<file path="src/hw/rtl/ffba_pkg.sv">
// shared types and constants for the first-fit block allocator
package ffba_pkg;

    localparam int MAX_BLOCKS   = 64;
    localparam int IDX_W        = $clog2(MAX_BLOCKS);
    localparam int CNT_W        = IDX_W + 1;
    localparam int ADDR_W       = 24;
    localparam int HEADER_BYTES = 24;
    localparam int ALIGN_SH     = 4;
    localparam int ENT_W        = ADDR_W + 1;

    localparam logic [ADDR_W-1:0] HEAP_RESET = 24'd1048576;

    typedef enum logic [1:0] {
        ST_OK      = 2'd0,
        ST_FAIL    = 2'd1,
        ST_UNKNOWN = 2'd2
    } status_t;

    typedef enum logic [3:0] {
        S_IDLE,
        S_A_RD,
        S_A_PROC,
        S_A_TAIL,
        S_F_RD,
        S_F_PROC,
        S_M_RD,
        S_M_PROC,
        S_M_FLUSH,
        S_COMMIT,
        S_DONE
    } state_t;

    typedef struct packed {
        logic start;
        logic rd;
        logic a_proc;
        logic a_tail;
        logic f_proc;
        logic m_proc;
        logic m_flush;
        logic commit;
        logic out_load;
    } cmd_t;

    typedef struct packed {
        logic in_mode;
        logic in_zero;
        logic in_null;
        logic at_end;
        logic split;
        logic match;
        logic found;
        logic out_free;
    } sts_t;

endpackage

</file>
<file path="src/hw/rtl/ffba_ctrl.sv">
// controller state machine for the allocator scans
module ffba_ctrl (
    input  logic          aclk,
    input  logic          aresetn,
    input  logic          s_tvalid,
    output logic          s_tready,
    input  ffba_pkg::sts_t sts,
    output ffba_pkg::cmd_t cmd
);
    import ffba_pkg::*;

    state_t state_reg, state_next;

    always_ff @(posedge aclk) begin
        if (!aresetn) begin
            state_reg <= S_IDLE;
        end else begin
            state_reg <= state_next;
        end
    end

    always_comb begin
        state_next = state_reg;
        case (state_reg)
            S_IDLE: begin
                if (s_tvalid) begin
                    if (!sts.in_mode) begin
                        state_next = sts.in_zero ? S_DONE : S_A_RD;
                    end else begin
                        state_next = sts.in_null ? S_DONE : S_F_RD;
                    end
                end
            end
            S_A_RD: begin
                if (sts.at_end) begin
                    state_next = sts.found ? S_COMMIT : S_DONE;
                end else begin
                    state_next = S_A_PROC;
                end
            end
            S_A_PROC:  state_next = sts.split ? S_A_TAIL : S_A_RD;
            S_A_TAIL:  state_next = S_A_RD;
            S_F_RD:    state_next = sts.at_end ? S_DONE : S_F_PROC;
            S_F_PROC:  state_next = sts.match ? S_M_RD : S_F_RD;
            S_M_RD:    state_next = sts.at_end ? S_M_FLUSH : S_M_PROC;
            S_M_PROC:  state_next = S_M_RD;
            S_M_FLUSH: state_next = S_COMMIT;
            S_COMMIT:  state_next = S_DONE;
            S_DONE:    state_next = sts.out_free ? S_IDLE : S_DONE;
            default:   state_next = S_IDLE;
        endcase
    end

    always_comb begin
        cmd      = '0;
        s_tready = 1'b0;
        case (state_reg)
            S_IDLE: begin
                s_tready  = 1'b1;
                cmd.start = s_tvalid;
            end
            S_A_RD, S_F_RD, S_M_RD: cmd.rd = !sts.at_end;
            S_A_PROC:  cmd.a_proc = 1'b1;
            S_A_TAIL:  cmd.a_tail = 1'b1;
            S_F_PROC:  cmd.f_proc = 1'b1;
            S_M_PROC:  cmd.m_proc = 1'b1;
            S_M_FLUSH: cmd.m_flush = 1'b1;
            S_COMMIT:  cmd.commit = 1'b1;
            S_DONE:    cmd.out_load = sts.out_free;
            default:   cmd = '0;
        endcase
    end

endmodule

</file>
<file path="src/hw/rtl/ffba_dpath.sv">
// block table memory, scan registers and result register
module ffba_dpath (
    input  logic                         aclk,
    input  logic                         aresetn,
    input  ffba_pkg::cmd_t               cmd,
    output ffba_pkg::sts_t               sts,
    input  logic                         in_mode,
    input  logic [ffba_pkg::ADDR_W-1:0]  in_size,
    input  logic [ffba_pkg::ADDR_W-1:0]  in_addr,
    input  logic [ffba_pkg::ADDR_W-1:0]  heap_bytes,
    input  logic                         cfg_wr,
    output logic                         m_valid,
    input  logic                         m_ready,
    output ffba_pkg::status_t            m_status,
    output logic [ffba_pkg::ADDR_W-1:0]  m_grant_address,
    output logic [ffba_pkg::ADDR_W-1:0]  m_grant_bytes
);
    import ffba_pkg::*;

    logic [ENT_W-1:0] mem [2*MAX_BLOCKS];
    logic [ENT_W-1:0] rdata_reg;

    logic              bank_reg, init_reg;
    logic [CNT_W-1:0]  count_reg, idx_reg, wptr_reg;
    logic [ADDR_W-1:0] cur_start_reg, addr_reg, tail_len_reg, pend_len_reg;
    logic [ADDR_W:0]   need_reg;
    logic              found_reg, pend_valid_reg, pend_free_reg;
    logic [IDX_W-1:0]  tgt_reg;
    status_t           res_status_reg;
    logic [ADDR_W-1:0] res_addr_reg, res_bytes_reg;

    logic              e_free, ef, fit, split_ok, we;
    logic [ADDR_W-1:0] e_len, init_len, start_next;
    logic [ADDR_W:0]   rest, start_hdr, need_in;
    logic [ENT_W-1:0]  wdata;

    assign init_len   = (heap_bytes >= ADDR_W'(HEADER_BYTES)) ?
                        heap_bytes - ADDR_W'(HEADER_BYTES) : '0;
    assign e_free     = (init_reg && idx_reg == '0) ? 1'b1 : rdata_reg[ADDR_W];
    assign e_len      = (init_reg && idx_reg == '0) ? init_len : rdata_reg[ADDR_W-1:0];
    assign need_in    = (({1'b0, in_size} + (ENT_W)'((1 << ALIGN_SH) - 1)) >> ALIGN_SH)
                        << ALIGN_SH;
    assign fit        = !found_reg && e_free && ({1'b0, e_len} >= need_reg);
    assign rest       = {1'b0, e_len} - need_reg;
    assign split_ok   = fit && (rest > (ENT_W)'(HEADER_BYTES + (1 << ALIGN_SH)))
                        && (count_reg < CNT_W'(MAX_BLOCKS));
    assign start_hdr  = {1'b0, cur_start_reg} + (ENT_W)'(HEADER_BYTES);
    assign start_next = cur_start_reg + ADDR_W'(HEADER_BYTES) + e_len;
    assign ef         = e_free || (idx_reg[IDX_W-1:0] == tgt_reg);

    always_comb begin
        we    = 1'b0;
        wdata = {e_free, e_len};
        if (cmd.a_proc) begin
            we = 1'b1;
            if (fit) begin
                wdata = {1'b0, split_ok ? need_reg[ADDR_W-1:0] : e_len};
            end
        end else if (cmd.a_tail) begin
            we    = 1'b1;
            wdata = {1'b1, tail_len_reg};
        end else if (cmd.m_proc) begin
            we    = pend_valid_reg && !(pend_free_reg && ef);
            wdata = {pend_free_reg, pend_len_reg};
        end else if (cmd.m_flush) begin
            we    = pend_valid_reg;
            wdata = {pend_free_reg, pend_len_reg};
        end
    end

    always_ff @(posedge aclk) begin
        if (we) begin
            mem[{!bank_reg, wptr_reg[IDX_W-1:0]}] <= wdata;
        end
        if (cmd.rd) begin
            rdata_reg <= mem[{bank_reg, idx_reg[IDX_W-1:0]}];
        end
    end

    always_ff @(posedge aclk) begin
        if (!aresetn) begin
            bank_reg  <= 1'b0;
            init_reg  <= 1'b1;
            count_reg <= CNT_W'(1);
            m_valid   <= 1'b0;
        end else begin
            if (cfg_wr) begin
                init_reg  <= 1'b1;
                count_reg <= CNT_W'(1);
            end else if (cmd.commit) begin
                bank_reg  <= !bank_reg;
                init_reg  <= 1'b0;
                count_reg <= wptr_reg;
            end
            if (cmd.out_load) begin
                m_valid <= 1'b1;
            end else if (m_ready) begin
                m_valid <= 1'b0;
            end
        end
    end

    always_ff @(posedge aclk) begin
        if (we) begin
            wptr_reg <= wptr_reg + CNT_W'(1);
        end
        if (cmd.start) begin
            need_reg       <= need_in;
            addr_reg       <= in_addr;
            idx_reg        <= '0;
            wptr_reg       <= '0;
            cur_start_reg  <= '0;
            found_reg      <= 1'b0;
            pend_valid_reg <= 1'b0;
            res_addr_reg   <= '0;
            res_bytes_reg  <= '0;
            if (!in_mode) begin
                res_status_reg <= ST_FAIL;
            end else begin
                res_status_reg <= (in_addr == '0) ? ST_OK : ST_UNKNOWN;
            end
        end
        if (cmd.a_proc) begin
            idx_reg       <= idx_reg + CNT_W'(1);
            cur_start_reg <= start_next;
            if (fit) begin
                found_reg      <= 1'b1;
                res_status_reg <= ST_OK;
                res_addr_reg   <= start_hdr[ADDR_W-1:0];
                res_bytes_reg  <= split_ok ? need_reg[ADDR_W-1:0] : e_len;
                tail_len_reg   <= rest[ADDR_W-1:0] - ADDR_W'(HEADER_BYTES);
            end
        end
        if (cmd.f_proc) begin
            if (start_hdr == {1'b0, addr_reg}) begin
                tgt_reg        <= idx_reg[IDX_W-1:0];
                res_status_reg <= ST_OK;
                idx_reg        <= '0;
                cur_start_reg  <= '0;
                wptr_reg       <= '0;
            end else begin
                idx_reg       <= idx_reg + CNT_W'(1);
                cur_start_reg <= start_next;
            end
        end
        if (cmd.m_proc) begin
            idx_reg <= idx_reg + CNT_W'(1);
            if (pend_valid_reg && pend_free_reg && ef) begin
                pend_len_reg <= pend_len_reg + ADDR_W'(HEADER_BYTES) + e_len;
            end else begin
                pend_valid_reg <= 1'b1;
                pend_free_reg  <= ef;
                pend_len_reg   <= e_len;
            end
        end
        if (cmd.out_load) begin
            m_status        <= res_status_reg;
            m_grant_address <= res_addr_reg;
            m_grant_bytes   <= res_bytes_reg;
        end
    end

    always_comb begin
        sts          = '0;
        sts.in_mode  = in_mode;
        sts.in_zero  = (in_size == '0);
        sts.in_null  = (in_addr == '0);
        sts.at_end   = (idx_reg == count_reg);
        sts.split    = split_ok;
        sts.match    = (start_hdr == {1'b0, addr_reg});
        sts.found    = found_reg;
        sts.out_free = !m_valid || m_ready;
    end

    a_count_range: assert property (@(posedge aclk) disable iff (!aresetn)
        count_reg != '0 && count_reg <= CNT_W'(MAX_BLOCKS))
        else $error("block count out of range");
    a_wptr_range: assert property (@(posedge aclk) disable iff (!aresetn)
        we |-> wptr_reg < CNT_W'(MAX_BLOCKS))
        else $error("table write beyond last entry");
    a_commit_clears_init: assert property (@(posedge aclk) disable iff (!aresetn)
        (cmd.commit && !cfg_wr) |=> !init_reg)
        else $error("initial table flag kept after commit");
    a_load_sets_valid: assert property (@(posedge aclk) disable iff (!aresetn)
        cmd.out_load |=> m_valid)
        else $error("result not presented after load");

endmodule

</file>
<file path="src/hw/rtl/first_fit_block_allocator.sv">
// first-fit block allocator top level with configuration port
// allocate: reads then processes each entry, adds a tail entry on a split, commits on a fit
// free: scans up to the match, then a merge pass, a flush and a commit (unknown: scan only)
// zero size and null free skip the scan; a stalled output holds the done state until free
// throughput: one word at a time, next word taken the cycle after the result is loaded
// reset: heap_bytes returns to 1048576 and the table holds one free block, no clearing pass
module first_fit_block_allocator (
    input  logic        aclk,
    input  logic        aresetn,
    input  logic        s_tvalid,
    output logic        s_tready,
    input  logic [47:0] s_tdata,   // request_size, block_address
    input  logic [0:0]  s_tuser,   // mode
    output logic        m_tvalid,
    input  logic        m_tready,
    output logic [47:0] m_tdata,   // grant_address, grant_bytes
    output logic [1:0]  m_tuser,   // status
    input  logic        psel,
    input  logic        penable,
    input  logic        pwrite,
    input  logic [2:0]  paddr,
    input  logic [31:0] pwdata,
    output logic [31:0] prdata,
    output logic        pready
);
    import ffba_pkg::*;

    logic [ADDR_W-1:0] heap_reg;
    logic              cfg_wr;
    cmd_t              cmd;
    sts_t              sts;
    status_t           m_status;
    logic [ADDR_W-1:0] m_grant_address, m_grant_bytes;

    assign pready = 1'b1;
    assign cfg_wr = psel && penable && pwrite && !paddr[2];
    assign prdata = paddr[2] ? 32'd0 : {8'd0, heap_reg};

    always_ff @(posedge aclk) begin
        if (!aresetn) begin
            heap_reg <= HEAP_RESET;
        end else if (cfg_wr) begin
            heap_reg <= pwdata[ADDR_W-1:0];
        end
    end

    ffba_ctrl u_ctrl (
        .aclk     (aclk),
        .aresetn  (aresetn),
        .s_tvalid (s_tvalid),
        .s_tready (s_tready),
        .sts      (sts),
        .cmd      (cmd)
    );

    ffba_dpath u_dpath (
        .aclk            (aclk),
        .aresetn         (aresetn),
        .cmd             (cmd),
        .sts             (sts),
        .in_mode         (s_tuser[0]),
        .in_size         (s_tdata[23:0]),
        .in_addr         (s_tdata[47:24]),
        .heap_bytes      (heap_reg),
        .cfg_wr          (cfg_wr),
        .m_valid         (m_tvalid),
        .m_ready         (m_tready),
        .m_status        (m_status),
        .m_grant_address (m_grant_address),
        .m_grant_bytes   (m_grant_bytes)
    );

    assign m_tdata = {m_grant_bytes, m_grant_address};
    assign m_tuser = m_status;

endmodule

</file>
<file path="config.mk">
export PLATFORM = sky130hd
export DESIGN_NAME = first_fit_block_allocator
export DESIGN_NICKNAME = d
export VERILOG_FILES = /design/src/hw/rtl/ffba_pkg.sv /design/src/hw/rtl/ffba_ctrl.sv /design/src/hw/rtl/ffba_dpath.sv /design/src/hw/rtl/first_fit_block_allocator.sv
export SDC_FILE = /design/constraint.sdc
export NUM_CORES = 2
export LEC_CHECK = 0
export BUFFER_PORTS_ARGS = -buffer_cell sky130_fd_sc_hd__buf_2
export CORE_MARGIN = 4
export CORE_UTILIZATION = 57
export DETAILED_ROUTE_END_ITERATION = 8
export PLACE_DENSITY = 0.73
export SLEW_MARGIN = 10
export SYNTH_ARGS = -nofsm -noshare
export SYNTH_HDL_FRONTEND = slang
export SYNTH_SLANG_ARGS = --single-unit
</file>
<file path="constraint.sdc">
create_clock -name aclk -period 14.1 [get_ports aclk]
set_input_delay 0 -clock aclk [delete_from_list [all_inputs] [get_ports aclk]]
set_output_delay 0 -clock aclk [all_outputs]
set_load 0.02 [all_outputs]
</file>
==> implementation parameters <==
Parameter                              Value

Power
  Internal    0.0251 W
  Worst IR Drop VDD    0.000287 V
  Share of power burned in combinational logic    36.0%
  Net switching power of the design    0.0133 W
  Power per standard cell area    241 nW/um^2
  Overall power of the completed layout    0.0384 W
  Switching share of power    34.5%
  Sequential share of power    39.7%
  Leakage component of the power    49.9 nW
  Clock share of power    24.3%

Critical path
  Worst Setup Path Type    flip-flop to flip-flop
  Crit Path Max Fanout    134
  CP Launch Type    flip-flop
  WP data arrival    9.30 ns
  Endpoint type of the worst setup path    flip-flop
  Required time at the worst-slack endpoint    14.73 ns

Synthesis
  Cell variety after synth    83
  Average cell area after synthesis    21.3 sq um
  Post-synthesis sequential area ratio    74.6%
  Share of the synthesized area in compound gates (AO/OA/AOI/OAI)    1.96%
  Dominant combinational cell family by area after synthesis    multiplexers
  Post-Synth Simple-Gate Area    2.81%
  Portion of synthesized cell area occupied by the leading cell type    73.2%
  Number of enable flip-flop cells after synthesis    3406
  Post-synthesis mux area share    17.3%
  Number of register bits inferred by synthesis    3503
  Netlist Area Pre-Place    140000 sq um
  Synthesized-area fraction occupied by xor and xnor cells    1.04%
  Cell taking the most area after synthesis    edfxtp_1
  Async S/R FF share, synth    0%
  Yosys warns    0
  Top cells by area in the synthesized netlist    edfxtp_1, mux4_2, dfxtp_1
  Most common flop cell mapped by yosys    edfxtp_1
  Arithmetic-cell share of the synthesized area counting full adders, half adders and majority gates    1.10%
  Synthesized instance count    6565

Routing
  Starting DRC count in detailed routing    10500
  Average via count per standard cell    6.74
  Aggregate routed wire length    364 mm
  1st-pass router iterations    6
  WL/cell    34.3 microns
  Total via count in the routed design    71500
  DRC Markers    0
  Final ANT Viol Nets    0

Floorplanning
  Core region area    243000 sq um
  Horizontal die dimension    503 microns
  Full die area    253000 sq um
  Effective utilization at floorplan    57.4%
  Standard-cell rows    181
  Vert. Die Dim    503 microns
  I/O pins    176

Clocking
  Total of hold buffers inserted after clock tree synthesis    213
  Level count of the clock H-tree    5
  Clock Tree Buf Depth    4
  Clock tree from TritonCTS    built
  Setup repair bufs after CTS    0
  Sink Count    3503
  Root buf cell    clkbuf_16
  CTS-repair resized insts    0
  TritonCTS buffer count    357
  Clk Latency, worst-skew pair    0.98 ns
  Clock transition at the register clock pins on the worst setup and hold paths after CTS    0.06 ns

Flow run
  Max-cap viol count    0

GRT
  Via count of the first global-routing pass    71700
  Total congestion overflow after global routing    0
  Global Route Usage Sum    29.0%
  Initial antenna violation count    23
  First-pass GRT wire length    521 mm
  Pin count of the biggest net entering global routing    139

STA
  Max-Slew Margin vs Limit    13.1%
  Number of setup violations in the final report    0
  Aggregate negative setup slack    0 ns
  Final cycle utilization of the critical path    61.5%
  RSZ-0062 raised after global routing    false
  Highest clock frequency the design can meet    115 MHz
  Setup slack of the critical path after layout    5.43 ns
  Clock skew    0.0551 ns
  Final Hold Viols    0
  Pin slew with the least headroom to its limit    1.30 ns
  Slew Limit Fails    0
  Clock period minus final worst setup slack    8.67 ns

Hold path
  Worst min path class    input port to flip-flop

Final layout
  Number of fill cells    14900
  Final net count    7325
  Most common cell after layout, fill and taps aside    edfxtp_1
  Number of flip-flops in the largest register    3200
  Area added between synthesis and finish    14.0%
  Share of cells above drive strength 1    28.0%
  Final Util    65.4%
  Most frequent cells in the layout    edfxtp_1, mux4_2, clkbuf_16

Outcome
  Outcome    complete, no violations

Place
  RD Place Congestion    0.891
  Worst slack, placed    5.57 ns
  Post-detailed-placement half-perimeter wirelength    192 mm
  Number of port buffers    156
-- cells by family after synthesis --
kind of cell / Yosys count
flops: 3503
mux: 1104
simple gates: 833
buf+inv: 421
compound gates: 415
xor+xnor: 166
fa+ha+maj: 121
other cells: 2
-- worst max-delay path: stages (launching register included) --
cell,delay (ns)
edfxtp_1,0.41
buf_12,0.33
inv_1,0.14
ha_1,0.16
nor4b_1,0.35
and3_1,0.56
nand2_1,0.34
o21ai_0,0.24
buf_4,0.25
ha_1,0.29
nand2_1,0.16
a211oi_1,0.49
o221ai_1,0.36
a311oi_1,0.36
o22ai_1,0.11
a211oi_1,0.57
nor4_2,0.15
a311oi_4,0.29
buf_4,0.63
nor3_1,0.17
a311oi_4,0.48
buf_4,0.64
buf_4,0.64
-- stage by stage --
step	instance area, sq um	hold WS [ns]	std cells
4_1_cts	159000	0.00816	10600
3_5_place_dp	146000	0.199	9743
5_1_grt	159000	0.0724	10600
6_report	159000	0.0821	10600
3_3_place_gp	146000	0.197	9743
2_1_floorplan	140000	0.0781	6572
-- worst paths after layout --
| check | startpoint | end | slack [ns] | cells past startpoint |
|---|---|---|---|---|
| worst min register to register | u_dpath.res_addr_reg[19]$_DFF_P_ | u_dpath.m_grant_address[19]$_DFFE_PP_ | 0.43 | 0 |
| worst max register to register | u_dpath.idx_reg[1]$_DFFE_PP_ | u_dpath.mem[64][16]$_DFFE_PP_ | 5.43 | 22 |
| worst max-delay path | u_dpath.idx_reg[1]$_DFFE_PP_ | u_dpath.mem[64][16]$_DFFE_PP_ | 5.43 | 22 |
| worst min-delay path | s_tdata[20] | u_dpath.need_reg[21]$_DFFE_PP_ | 0.08 | 4 |
-- synth_stat cells (13+ instances only) --
library cell,count
a211oi_1,15
a21boi_0,28
a21o_1,19
a21oi_1,91
a221oi_1,14
a311oi_1,19
a31oi_1,14
and3_1,21
buf_1,79
buf_2,13
clkbuf_1,238
dfxtp_1,97
edfxtp_1,3406
ha_1,118
inv_1,80
mux2_2,41
mux2i_1,18
mux4_2,1045
nand2_1,207
nand2b_1,17
nand3_1,112
nand4_1,19
nor2_1,271
nor2b_1,42
nor3_1,55
nor4_1,26
o21ai_0,110
o311ai_1,15
or3_1,17
xnor2_1,92
xor2_1,74
-- cell type report --
| type | instances | area [sq um] | area share, % |
|---|---|---|---|
| repair buffers | 522 | 4140 | 2.60 |
| clock inverters | 189 | 1960 | 1.23 |
| well taps | 3202 | 4010 | 2.52 |
| multi-input cells | 2648 | 35100 | 22.1 |
| flip-flops and latches | 3503 | 104000 | 65.5 |
| diodes | 12 | 30.0 | 0.0189 |
| clock buffers | 440 | 9380 | 5.89 |
| inverters | 81 | 304 | 0.191 |
-- layer usage --
metal	routed length, microns	global-route usage (%)	up-vias	share of wire [%]
li1	-	-	28600	-
met1	134000	40.6	37600	37
met2	177000	45.8	4533	49
met3	39100	6.61	721	11
met4	14300	10.3	8	3.9
met5	57	0.0190	-	0.016
-- power by group through the flow --
stage	logic, W	clock network [W]	registers (W)
2_1_floorplan	0.00822	0	0.0162
3_3_place_gp	0.0132	0	0.0154
3_5_place_dp	0.0136	0	0.0154
4_1_cts	0.0137	0.00940	0.0152
5_1_grt	0.0146	0.00985	0.0152
6_report	0.0138	0.00933	0.0152
Note: power is estimated with default switching activity, not from simulation.
